### config.mk
export PLATFORM = sky130hd
export DESIGN_NAME = radix_conversion_to_digits_core
export DESIGN_NICKNAME = d
export VERILOG_FILES = /design/src/rtl/rcd_pkg.sv /design/src/rtl/rcd_datapath.sv /design/src/rtl/rcd_controller.sv /design/src/rtl/radix_conversion_to_digits_core.sv
export SDC_FILE = /design/constraint.sdc
export NUM_CORES = 1
export LEC_CHECK = 0
export BUFFER_PORTS_ARGS = -buffer_cell sky130_fd_sc_hd__buf_2
export CAP_MARGIN = 10
export CORE_ASPECT_RATIO = 1.25
export CORE_MARGIN = 1.5
export CORE_UTILIZATION = 43
export DETAILED_ROUTE_END_ITERATION = 8
export GPL_TIMING_DRIVEN = 0
export PLACE_DENSITY = 0.67
export SLEW_MARGIN = 40
export SYNTH_ARGS = -nofsm -noshare
export SYNTH_HDL_FRONTEND = slang
export SYNTH_SLANG_ARGS = --single-unit
### constraint.sdc
create_clock -name clk -period 13.1 [get_ports clk]
set_input_delay 1.31 -clock clk [delete_from_list [all_inputs] [get_ports clk]]
set_output_delay 1.31 -clock clk [all_outputs]
set_load 0.01 [all_outputs]
### src/rtl/rcd_pkg.sv
`default_nettype none

package rcd_pkg;

    localparam int VALUE_BITS = 31;
    localparam int MAX_DIGITS = 32;
    localparam int BASE_BITS  = 5;
    localparam int DIGIT_BITS = 4;
    localparam int CHAR_BITS  = 7;

    localparam int COUNT_BITS = $clog2(MAX_DIGITS + 1);
    localparam int IDX_BITS   = $clog2(MAX_DIGITS);

    // long division: STEP_BITS quotient bits per cycle
    localparam int STEP_BITS  = 8;
    localparam int DIV_W      = ((VALUE_BITS + STEP_BITS - 1) / STEP_BITS) * STEP_BITS;
    localparam int PASSES     = DIV_W / STEP_BITS;
    localparam int PASS_BITS  = (PASSES > 1) ? $clog2(PASSES) : 1;

    localparam logic [BASE_BITS-1:0] BASE_MIN     = BASE_BITS'(2);
    localparam logic [BASE_BITS-1:0] BASE_MAX     = BASE_BITS'(16);
    localparam logic [BASE_BITS-1:0] BASE_DEFAULT = BASE_BITS'(10);

    localparam logic [CHAR_BITS-1:0] CHAR_ZERO  = CHAR_BITS'(48);
    localparam logic [CHAR_BITS-1:0] CHAR_ALPHA = CHAR_BITS'(65);

    typedef struct packed {
        logic load;
        logic div_step;
        logic rd_en;
    } rcd_ctrl_t;

    typedef struct packed {
        logic pass_last;
        logic quot_zero;
        logic count_full;
    } rcd_status_t;

    function automatic logic [CHAR_BITS-1:0] digit_to_ascii(input logic [DIGIT_BITS-1:0] d);
        logic [CHAR_BITS-1:0] dx;
        dx = CHAR_BITS'(d);
        if (d < DIGIT_BITS'(10))
            return CHAR_ZERO + dx;
        else
            return CHAR_ALPHA + dx - CHAR_BITS'(10);
    endfunction

endpackage

`default_nettype wire

### src/rtl/rcd_datapath.sv
`default_nettype none

module rcd_datapath
    import rcd_pkg::*;
(
    input  wire logic                  clk,
    input  wire logic                  rst_n,
    input  wire rcd_ctrl_t             ctrl,
    output rcd_status_t                status,
    input  wire logic [VALUE_BITS-1:0] value,
    input  wire logic [BASE_BITS-1:0]  base,
    output logic [CHAR_BITS-1:0]       digit_char,
    output logic                       last_digit
);

    logic [DIV_W-1:0]      quot_reg;
    logic [DIGIT_BITS-1:0] rem_reg;
    logic [BASE_BITS-1:0]  radix_reg;
    logic [PASS_BITS-1:0]  pass_reg;
    logic [COUNT_BITS-1:0] count_reg;
    logic [DIGIT_BITS-1:0] rd_digit_reg;
    logic                  last_reg;

    logic [DIGIT_BITS-1:0] digit_mem [MAX_DIGITS];

    logic [DIV_W-1:0]      quot_next;
    logic [DIGIT_BITS-1:0] rem_next;
    logic [BASE_BITS-1:0]  radix_fix;
    logic                  pass_last;
    logic [IDX_BITS-1:0]   wr_idx;
    logic [IDX_BITS-1:0]   rd_idx;
    logic [COUNT_BITS-1:0] count_dec;

    assign radix_fix = (base < BASE_MIN || base > BASE_MAX) ? BASE_DEFAULT : base;
    assign pass_last = (pass_reg == PASS_BITS'(PASSES - 1));
    assign count_dec = count_reg - COUNT_BITS'(1);
    assign wr_idx    = count_reg[IDX_BITS-1:0];
    assign rd_idx    = count_dec[IDX_BITS-1:0];

    // STEP_BITS restoring-division steps, MSB first
    always_comb
    begin
        logic [BASE_BITS-1:0] r;
        logic [STEP_BITS-1:0] q;
        r = BASE_BITS'(rem_reg);
        q = '0;
        for (int i = 0; i < STEP_BITS; i++)
        begin
            r = {r[BASE_BITS-2:0], quot_reg[DIV_W-1-i]};
            if (r >= radix_reg)
            begin
                r = r - radix_reg;
                q[STEP_BITS-1-i] = 1'b1;
            end
        end
        rem_next = r[DIGIT_BITS-1:0];
        if (DIV_W > STEP_BITS)
            quot_next = {quot_reg[DIV_W-STEP_BITS-1:0], q};
        else
            quot_next = DIV_W'(q);
    end

    assign status.pass_last  = pass_last;
    assign status.quot_zero  = (quot_next == '0);
    assign status.count_full = (count_reg == COUNT_BITS'(MAX_DIGITS - 1));

    always_ff @(posedge clk or negedge rst_n)
    begin
        if (!rst_n)
        begin
            pass_reg  <= '0;
            count_reg <= '0;
            quot_reg  <= '0;
        end
        else if (ctrl.load)
        begin
            pass_reg  <= '0;
            count_reg <= '0;
            quot_reg  <= DIV_W'(value);
        end
        else if (ctrl.div_step)
        begin
            quot_reg <= quot_next;
            if (pass_last)
            begin
                pass_reg  <= '0;
                count_reg <= count_reg + COUNT_BITS'(1);
            end
            else
            begin
                pass_reg <= pass_reg + PASS_BITS'(1);
            end
        end
        else if (ctrl.rd_en)
        begin
            count_reg <= count_dec;
        end
    end

    always_ff @(posedge clk)
    begin
        if (ctrl.load)
        begin
            radix_reg <= radix_fix;
            rem_reg   <= '0;
        end
        else if (ctrl.div_step)
        begin
            rem_reg <= pass_last ? '0 : rem_next;
        end
        if (ctrl.rd_en)
            last_reg <= (count_reg == COUNT_BITS'(1));
    end

    always_ff @(posedge clk)
    begin
        if (ctrl.div_step && pass_last)
            digit_mem[wr_idx] <= rem_next;
        if (ctrl.rd_en)
            rd_digit_reg <= digit_mem[rd_idx];
    end

    assign digit_char = digit_to_ascii(rd_digit_reg);
    assign last_digit = last_reg;

endmodule

`default_nettype wire

### src/rtl/rcd_controller.sv
`default_nettype none

module rcd_controller
    import rcd_pkg::*;
(
    input  wire logic        clk,
    input  wire logic        rst_n,
    input  wire logic        in_valid,
    output logic             in_ready,
    output logic             out_valid,
    input  wire logic        out_ready,
    input  wire logic        out_last,
    input  wire rcd_status_t status,
    output rcd_ctrl_t        ctrl
);

    localparam logic [1:0] ST_IDLE = 2'd0;
    localparam logic [1:0] ST_DIV  = 2'd1;
    localparam logic [1:0] ST_READ = 2'd2;
    localparam logic [1:0] ST_OUT  = 2'd3;

    logic [1:0] state_reg;
    logic [1:0] state_next;

    always_comb
    begin
        state_next    = state_reg;
        ctrl          = '0;
        in_ready      = 1'b0;
        out_valid     = 1'b0;
        case (state_reg)
            ST_IDLE:
            begin
                in_ready = 1'b1;
                if (in_valid)
                begin
                    ctrl.load  = 1'b1;
                    state_next = ST_DIV;
                end
            end
            ST_DIV:
            begin
                ctrl.div_step = 1'b1;
                if (status.pass_last && (status.quot_zero || status.count_full))
                    state_next = ST_READ;
            end
            ST_READ:
            begin
                ctrl.rd_en = 1'b1;
                state_next = ST_OUT;
            end
            ST_OUT:
            begin
                out_valid = 1'b1;
                if (out_ready)
                    state_next = out_last ? ST_IDLE : ST_READ;
            end
            default:
            begin
                state_next = ST_IDLE;
            end
        endcase
    end

    always_ff @(posedge clk or negedge rst_n)
    begin
        if (!rst_n)
            state_reg <= ST_IDLE;
        else
            state_reg <= state_next;
    end

endmodule

`default_nettype wire

### src/rtl/radix_conversion_to_digits_core.sv
// Converts one value per beat into base-2..16 ASCII digits, most significant first.
// Steps: a load, then divider passes for each digit (8 quotient bits a cycle),
// then a store read and an output beat per emitted digit, plus any output stall.
// One item at a time: the input is not ready again until the last digit is taken.
// Reset: rst_n asynchronous active low, returns to idle; digit store is not cleared.
`default_nettype none

module radix_conversion_to_digits_core
    import rcd_pkg::*;
(
    input  wire logic        clk,
    input  wire logic        rst_n,
    input  wire logic        s_tvalid,
    output logic             s_tready,
    input  wire logic [39:0] s_tdata,   // [30:0] value, [35:31] base
    output logic             m_tvalid,
    input  wire logic        m_tready,
    output logic [7:0]       m_tdata,   // [6:0] digit_char
    output logic             m_tlast    // last_digit
);

    rcd_ctrl_t             ctrl;
    rcd_status_t           status;
    logic [CHAR_BITS-1:0]  digit_char;
    logic                  last_digit;

    rcd_controller u_ctrl (
        .clk       (clk),
        .rst_n     (rst_n),
        .in_valid  (s_tvalid),
        .in_ready  (s_tready),
        .out_valid (m_tvalid),
        .out_ready (m_tready),
        .out_last  (last_digit),
        .status    (status),
        .ctrl      (ctrl)
    );

    rcd_datapath u_dp (
        .clk        (clk),
        .rst_n      (rst_n),
        .ctrl       (ctrl),
        .status     (status),
        .value      (s_tdata[VALUE_BITS-1:0]),
        .base       (s_tdata[VALUE_BITS+BASE_BITS-1:VALUE_BITS]),
        .digit_char (digit_char),
        .last_digit (last_digit)
    );

    assign m_tdata = {1'b0, digit_char};
    assign m_tlast = last_digit;

`ifndef NO_ASSERTIONS
    a_one_item: assert property (@(posedge clk) disable iff (!rst_n)
        m_tvalid |-> !s_tready)
        else $error("input ready while a digit is pending");

    a_load_busy: assert property (@(posedge clk) disable iff (!rst_n)
        (s_tvalid && s_tready) |=> !s_tready)
        else $error("input ready right after accepting an item");

    a_last_idle: assert property (@(posedge clk) disable iff (!rst_n)
        (m_tvalid && m_tready && m_tlast) |=> (!m_tvalid && s_tready))
        else $error("block not idle after last digit");

    a_char_range: assert property (@(posedge clk) disable iff (!rst_n)
        m_tvalid |-> ((m_tdata[6:0] >= 7'd48 && m_tdata[6:0] <= 7'd57) ||
                      (m_tdata[6:0] >= 7'd65 && m_tdata[6:0] <= 7'd70)))
        else $error("digit character out of range");
`endif

endmodule

`default_nettype wire

==> metrics, run 1 <==
run status=finished, final reports clean; GPL Wtd Cong=0.870; post-detail-place hpwl=15100 µm; final hold violations=0; endpoints failing setup=0; post-synthesis cell area=9710 µm²; CTS tree=built; largest net degree at the start of global routing=43; max reg flops=128; Worst EP required=13370 ps; relative slew slack=43.3%; Setup crit start kind=flip-flop; Crit Path Category=flip-flop to flip-flop; Detailed Routing Iterations Pass 1=5; Fmax=0.0826 GHz; max incr delay on CP=530 ps; Post-synth EDFFs=138; Avg Cell Area, Syn=13.4 µm²; # nets final=905; most frequent cell on the critical path=ha_1; post-synthesis sequential area ratio=54.3%; Boundary Pins=55; post-synthesis async set-or-reset flop share=22.8%; initial core utilization=43.7%; number of global-route vias before repair=5975; met2 Track Usage GR=32.5%; total number of vias=6045; CTS sink count=184; Post-route DRC=0; later-pin clock latency in the skew report=430 ps; met1 track demand over resource=22.3%; hold path cells=2; Synth top area share=42.7%; met3 Use GR=3.08%; Clock Path Buffers=2; DR iter-0 viols=334; share of layout cells above drive strength 1=17.7%; Yosys reg bits=184; FP Rows=61; ant diodes=0; Netlist cell types=53; Top FF cell, synth=edfxtp_1; unrepaired setup endpoints after global routing=false; placed cell area=10400 µm²; Synth Instances=727; overflow left after global routing=0; Max Cap Viol=0; Max FO, Critical Path=21; R2R cell count=45; Routed WL=20300 µm; CORE AREA=22200 µm²; filler cell count=1901; Post-synth top cells=edfxtp_1 (138), nand2_1 (69), ha_1 (52), nor2_1 (52); design area=11000 µm²; H-tree levels=4; clk root buf=clkbuf_16; synth warn=0; Tmin final=12110 ps; Final Cycle Share=92.5%; port bufs=49; Hold Crit Class=flip-flop to flip-flop; first-pass GRT wire length=32000 µm; GR peak layer=met2; Final Slew Violations=0; crit path DAT=12380 ps; antenna violations before repair=0; WL/cell=18.5 µm; synth top area cells=edfxtp_1 (43%), dfrtp_1 (11%), mux4_1 (7.3%), ha_1 (6.7%), mux2i_1 (4.0%); count leader, synth=edfxtp_1; clock buffer count from CTS=17; Worst-Margin Slew=850 ps; critical path's slowest cell=mux2i_4; Clock Skew=9.24 ps; Die H=171 µm; global-route usage over all layers=18.4%; clock slew at reported path FFs=70 ps; Layout area overhead=13.1%; Synthesized Nets=831; die width=137 µm; Routed Antenna Nets=0; post-layout util=49.5%; cell accounting for the most synthesized area=edfxtp_1; die footprint=23500 µm²; Worst setup EP type=flip-flop; drt via density=5.51
-- final timing paths --
check,from,slack [ps],endpoint
hold reg to reg,u_dp.quot_reg[31],530,u_dp.quot_reg[31]
max in group asynchronous,rst_n,11880,u_ctrl.state_reg[1]
min in group asynchronous,rst_n,850,u_dp.quot_reg[20]
hold / removal,u_dp.quot_reg[31],530,u_dp.quot_reg[31]
setup reg to reg,u_dp.radix_reg[1],990,u_dp.digit_mem[25][1]
setup / recovery,u_dp.radix_reg[1],990,u_dp.digit_mem[25][1]
-- cell type report --
type	instances	area, µm²	area share (%)
inverters	45	169	1.54
flip-flops and latches	184	5280	48.0
multi-input cells	473	4170	38.0
clock buffers	17	425	3.87
clock inverters	15	138	1.25
repair buffers	55	308	2.80
plain buffers	25	148	1.34
well taps	283	354	3.22
-- critical path, delay by kind of cell, from the launching register on --
| kind | cells | cell delay [ps] |
|---|---|---|
| AO/OA/AOI/OAI | 24 | 4810 |
| adder cells (fa/ha/maj) | 8 | 2570 |
| multiplexers | 7 | 2470 |
| buffers and inverters | 5 | 1280 |
| flip-flops | 1 | 480 |
| AND/OR/NAND/NOR | 1 | 300 |
-- cell usage in the layout (no fill, tap or decap), types with 15 or more instances in the layout --
cell / instances
a21oi_1: 28
inv_1: 44
xnor2_1: 15
nand2_1: 69
clkbuf_16: 17
ha_1: 52
mux2i_1: 38
dfrtp_1: 42
mux4_1: 27
o21ai_0: 43
edfxtp_1: 138
mux2_2: 18
a21o_1: 15
buf_2: 53
nor2_1: 52
-- metrics by stage --
step	setup WS [ps]	setup TNS, ps	std cells	hold slack (ps)
after floorplan	2000	0	727	482
after global placement	-1110	-64510	1059	506
after detailed placement	134	0	1061	514
after CTS	116	0	1093	531
after global routing	61.9	0	1097	557
final	987	0	1097	528
-- routing by layer --
metal	routed length (µm)	up-vias
li1	-	2896
met4	528	0
met3	794	37
met1	8440	2953
met2	10500	159
met5	0	-
-- cells by family after synthesis --
kind of cell,count (synthesis),share of synthesized area (%)
AOI/OAI and AO/OA,123,7.79
xor gates and xnor gates,21,1.89
adders and majority gates,60,8.35
buffers and inverters,70,3.26
DFF,184,54.3
muxes,99,16.7
other,1,0.0386
and+or+nand+nor,169,7.61
-- timing repair --
action                                  4_1_cts  5_1_grt
endpoints found under the setup margin        0      135
gates resized for setup                       0        3
hold buffers                                  0        0
buffers inserted                              0        4
Power of run 1 is left out: the tool's default activity adds up to more than one toggle a clock period on the data nets, which glitch-free logic cannot reach.
==> run 2, diff against run 1 <==
--- a/config.mk
+++ b/config.mk
@@ -9,10 +9,10 @@
 export CAP_MARGIN = 10
 export CORE_ASPECT_RATIO = 1.25
 export CORE_MARGIN = 1.5
-export CORE_UTILIZATION = 43
+export CORE_UTILIZATION = 50
 export DETAILED_ROUTE_END_ITERATION = 8
 export GPL_TIMING_DRIVEN = 0
-export PLACE_DENSITY = 0.67
+export PLACE_DENSITY = 0.74
 export SLEW_MARGIN = 40
 export SYNTH_ARGS = -nofsm -noshare
 export SYNTH_HDL_FRONTEND = slang
==> constraint.sdc (replaced) <==
create_clock -name clk -period 13.1 [get_ports clk]
set_input_delay 1.965 -clock clk [delete_from_list [all_inputs] [get_ports clk]]
set_output_delay 1.965 -clock clk [all_outputs]
set_load 0.01 [all_outputs]
==> metrics, run 2 (synthesis results as in run 1) <==
max incr delay on CP=530 ps (about the same); Worst Path Buf+Inv=4 (was 5); die width=128 µm (was 137 µm); # nets final=903 (was 905); max reg flops=128 (unchanged); most frequent cells in the layout=edfxtp_1 (138), nand2_1 (69), buf_2 (53), nor2_1 (52), ha_1 (52) (unchanged); hold_sp=u_dp.rem_reg[3] (was u_dp.quot_reg[31]); final hold violations=0 (unchanged); hold path cells=1 (was 2); largest net degree at the start of global routing=43 (unchanged); reg-to-reg startpoint=u_dp.radix_reg[1] (unchanged); clk root buf=clkbuf_16 (unchanged); crit path DAT=12300 ps (was 12380 ps); critical path's slowest cell=o21ai_0 (was mux2i_4); Hold Crit Class=flip-flop to flip-flop (unchanged); Die H=159 µm (was 171 µm); later-pin clock latency in the skew report=440 ps (was 430 ps); Final Slew Violations=0 (unchanged); DR iter-0 viols=299 (was 334); Post-route DRC=0 (unchanged); filler cell count=1505 (was 1901); FP Rows=56 (was 61); CTS hold repair buffers=0 (unchanged); Max FO, Critical Path=33 (was 21); Clock Path Buffers=2 (unchanged); CTS tree=built (unchanged); Layout area overhead=12.8% (was 13.1%); worst r2r dst=u_dp.rem_reg[3] (was u_dp.digit_mem[25][1]); CTS sink count=184 (unchanged); Routed WL=20500 µm (was 20300 µm); endpoints failing setup=0 (unchanged); global-route usage over all layers=21.4% (was 18.4%); H-tree levels=4 (unchanged); clock buffer count from CTS=17 (unchanged); Routed Antenna Nets=0 (unchanged); overflow left after global routing=0 (unchanged); R2R cell count=45 (unchanged); unrepaired setup endpoints after global routing=false (unchanged); Detailed Routing Iterations Pass 1=5 (unchanged); GPL Wtd Cong=0.842 (was 0.870); WL/cell=19.6 µm (was 18.5 µm); delay-heaviest family, CP=compound AO/OA/AOI/OAI gates (unchanged); Worst-Margin Slew=822 ps (was 850 ps); total number of vias=6059 (was 6045); die footprint=20300 µm² (was 23500 µm²); Final Non-Filler Cells=1045 (was 1097); R2R setup slack=1130 ps (was 990 ps); Fmax=0.0836 GHz (was 0.0826 GHz); drt via density=5.80 (was 5.51); Final Cycle Share=91.4% (was 92.5%); first-pass GRT wire length=32900 µm (was 32000 µm); Tmin final=11970 ps (was 12110 ps); Placed Cells=1010 (was 1061); hold worst-path end=u_dp.rem_reg[3] (was u_dp.quot_reg[31]); Clock Skew=10.1 ps (was 9.24 ps); share of layout cells above drive strength 1=17.6% (was 17.7%); Worst setup EP type=flip-flop (unchanged); initial core utilization=51.3% (was 43.7%); Worst EP required=13430 ps (was 13370 ps); Max Cap Viol=0 (unchanged); run status=finished, final reports clean (unchanged); clock slew at reported path FFs=70 ps (about the same); antenna violations before repair=1 (was 0); most common cell after layout, fill and taps aside=edfxtp_1 (unchanged); Boundary Pins=55 (unchanged); post-detail-place hpwl=15000 µm (was 15100 µm); most frequent cell on the critical path=ha_1 (unchanged); Setup crit start kind=flip-flop (unchanged); CORE AREA=18900 µm² (was 22200 µm²); number of global-route vias before repair=6123 (was 5975); port bufs=49 (unchanged); Crit Path Category=flip-flop to flip-flop (unchanged); relative slew slack=45.2% (was 43.3%)
run 2: changes by cell type in the layout (fill, tap and decap cells not counted), moves of 2 or more:
| cell | delta |
|---|---|
| buf_4 | -2 |
| clkinv_4 | -3 |
| clkinv_8 | +3 |
| clkinvlp_4 | -2 |
| inv_6 | +2 |
run 2: layout make-up:
type	count	area, µm²	share of cell area [%]
Clock buffer	17	425	3.88
Sequential cell	184	5280	48.1
Timing Repair Buffer	53	293	2.67
Multi-Input combinational cell	473	4160	38.0
Antenna cell	1	2.50	0.0228
Buffer	25	148	1.35
Clock inverter	15	194	1.77
Inverter	45	169	1.54
Tap cell	232	290	2.65
run 2: worst max-delay path by stage:
stage / startpoint / endpoint / slack [ps] / cells past startpoint
CTS: u_dp.radix_reg[1] / u_dp.rem_reg[3] / 290 / 44
global route: u_dp.radix_reg[1] / u_dp.rem_reg[3] / 330 / 45
detailed placement: u_dp.radix_reg[1] / u_dp.rem_reg[3] / 350 / 44
finish: u_dp.radix_reg[1] / u_dp.rem_reg[3] / 1130 / 45
global placement: u_dp.radix_reg[1] / u_dp.digit_mem[26][1] / -930 / 43
floorplan: u_dp.radix_reg[1] / u_dp.digit_mem[0][1] / 2000 / 41
run 2: layer usage:
layer	GRT usage, %	share of wire [%]	up-vias
met1	26.8	41	2959
met4	7.05	2.2	0
met5	0	0	-
li1	-	-	2884
met3	3.64	4.7	36
met2	37.6	52	180
run 2: timing repair:
action,CTS,global route
gates resized for setup,0,1
setup buffers,0,2
endpoints found under the setup margin,0,122
run 2: metrics by stage:
stage / TNS, ps / setup slack, ps / hold WS [ps] / cell area (µm²) / utilization, %
floorplan: 0 / 2000 / 482 / 9710 / -
global placement: -51050 / -927 / 505 / 10200 / 54.2
detailed placement: 0 / 353 / 501 / 10300 / 54.5
CTS: 0 / 295 / 516 / 10900 / 57.8
global route: 0 / 330 / 544 / 11000 / 57.9
finish: 0 / 1130 / 515 / 11000 / 57.9
Power of run 2 is left out for the same reason.
==> run 3, diff against run 2 <==
--- a/config.mk
+++ b/config.mk
@@ -12,7 +12,7 @@
 export CORE_UTILIZATION = 50
 export DETAILED_ROUTE_END_ITERATION = 8
 export GPL_TIMING_DRIVEN = 0
-export PLACE_DENSITY = 0.74
+export PLACE_DENSITY = 0.77
 export SLEW_MARGIN = 40
 export SYNTH_ARGS = -nofsm -noshare
 export SYNTH_HDL_FRONTEND = slang
==> metrics, run 3 (synthesis results as in run 1) <==
clk root buf=clkbuf_16 (unchanged); first-pass GRT wire length=34000 µm (was 32900 µm); Worst setup EP type=flip-flop (unchanged); Routed Antenna Nets=0 (unchanged); Worst-Margin Slew=758 ps (was 822 ps); share of layout cells above drive strength 1=17.9% (was 17.6%); most frequent cell on the critical path=ha_1 (unchanged); endpoints failing setup=0 (unchanged); initial core utilization=51.3% (unchanged); Post-route DRC=0 (unchanged); ant diodes=0 (was 1); Worst EP required=13370 ps (was 13430 ps); clock slew at reported path FFs=70 ps (about the same); Fmax=0.0827 GHz (was 0.0836 GHz); Final Cycle Share=92.3% (was 91.4%); unrepaired setup endpoints after global routing=false (unchanged); max incr delay on CP=510 ps (was 530 ps); R2R cell count=45 (unchanged); reg-to-reg startpoint=u_dp.radix_reg[1] (unchanged); Clock Path Buffers=2 (unchanged); Final Slew Violations=0 (unchanged); DR iter-0 viols=465 (was 299); Crit Path Category=flip-flop to flip-flop (unchanged); crit path to=u_dp.digit_mem[19][1] (was u_dp.rem_reg[3]); die footprint=20300 µm² (unchanged); relative slew slack=49.5% (was 45.2%); worst r2r dst=u_dp.digit_mem[19][1] (was u_dp.rem_reg[3]); Tmin final=12090 ps (was 11970 ps); Max Cap Viol=0 (unchanged); Routed WL=20800 µm (was 20500 µm); post-detail-place hpwl=15000 µm (about the same); # nets final=906 (was 903); overflow left after global routing=0 (unchanged); final hold violations=0 (unchanged); GPL Wtd Cong=0.843 (was 0.842); CTS hold repair buffers=0 (unchanged); run status=finished, final reports clean (unchanged); die width=128 µm (unchanged); most frequent cells in the layout=edfxtp_1 (138), nand2_1 (69), buf_2 (53), nor2_1 (52), ha_1 (52) (unchanged); placed cell area=10300 µm² (about the same); number of global-route vias before repair=6469 (was 6123); FP Rows=56 (unchanged); crit path DAT=12360 ps (was 12300 ps); max reg flops=128 (unchanged); CTS sink count=184 (unchanged); Setup crit start kind=flip-flop (unchanged); Boundary Pins=55 (unchanged); critical path's slowest cell=mux2i_4 (was o21ai_0); R2R setup slack=1010 ps (was 1130 ps); later-pin clock latency in the skew report=440 ps (about the same); most common cell after layout, fill and taps aside=edfxtp_1 (unchanged); WL/cell=19.9 µm (was 19.6 µm); H-tree levels=4 (unchanged); clock buffer count from CTS=17 (unchanged); antenna violations before repair=0 (was 1); global-route usage over all layers=21.9% (was 21.4%); Detailed Routing Iterations Pass 1=5 (unchanged); critical path launch point=u_dp.radix_reg[1] (unchanged); CTS tree=built (unchanged); total number of vias=6150 (was 6059); CORE AREA=18900 µm² (unchanged); Die H=159 µm (unchanged); largest net degree at the start of global routing=43 (unchanged); Clock Skew=12.9 ps (was 10.1 ps); port bufs=49 (unchanged); drt via density=5.87 (was 5.80); Max FO, Critical Path=20 (was 33); Layout area overhead=13.7% (was 12.8%); hold_sp=u_dp.quot_reg[31] (was u_dp.rem_reg[3]); Hold Crit Class=flip-flop to flip-flop (unchanged); design area=11000 µm² (about the same)
==> run 3: cell count changes in the layout (fill, tap and decap cells not counted), sizes merged <==
| cell | change |
|---|---|
| clkinvlp | +1 |
| buf | +3 |
| clkinv | -5 |
| diode | -1 |
| bufinv | +5 |
| inv | -1 |
==> run 3: layout make-up <==
class,instances,area [µm²]
Fill cell,1467,7870
Clock buffer,17,425
Inverter,45,169
Buffer,25,148
Multi-Input combinational cell,473,4160
Sequential cell,184,5280
Clock inverter,15,259
Tap cell,232,290
Timing Repair Buffer,56,315
==> run 3: worst min path at each step <==
stage | cells after the start | end
after floorplan | 1 | u_dp.rem_reg[3]
after global placement | 1 | u_dp.rem_reg[3]
after detailed placement | 2 | u_dp.quot_reg[31]
after CTS | 2 | u_dp.quot_reg[31]
after global routing | 1 | u_dp.rem_reg[3]
final | 2 | u_dp.quot_reg[31]
==> run 3: timing repair <==
item	4_1_cts	5_1_grt
endpoints found under the hold margin	0	0
buffers inserted	0	5
endpoints found under the setup margin	0	126
gates resized for setup	0	1
==> run 3: routing by layer <==
| layer | GRT usage, % | wire (µm) | vias to the layer above |
|---|---|---|---|
| li1 | - | - | 2881 |
| met1 | 26.9 | 8370 | 3028 |
| met2 | 39.0 | 11200 | 204 |
| met3 | 3.74 | 843 | 37 |
| met4 | 6.95 | 413 | 0 |
| met5 | 0 | 0 | - |
==> run 3: metrics by stage <==
stage / std cells / util (%) / hold slack, ps / worst slack, ps / TNS [ps]
6_report: 1047 / 58.4 / 529 / 1010 / 0
5_1_grt: 1047 / 58.4 / 562 / 203 / 0
4_1_cts: 1042 / 58.1 / 527 / 418 / 0
3_5_place_dp: 1010 / 54.5 / 512 / 470 / 0
3_3_place_gp: 1008 / 54.2 / 505 / -888 / -48250
2_1_floorplan: 727 / - / 482 / 2000 / 0
==> run 3: worst max-delay path: cells and delay by family (launching register included) <==
| family | cells | cell delay [ps] |
|---|---|---|
| buffers and inverters | 5 | 1300 |
| flip-flops | 1 | 500 |
| multiplexers | 7 | 2340 |
| adder cells (fa/ha/maj) | 8 | 2640 |
| AND/OR/NAND/NOR | 1 | 290 |
| AO/OA/AOI/OAI | 24 | 4820 |
Power of run 3 is left out for the same reason.
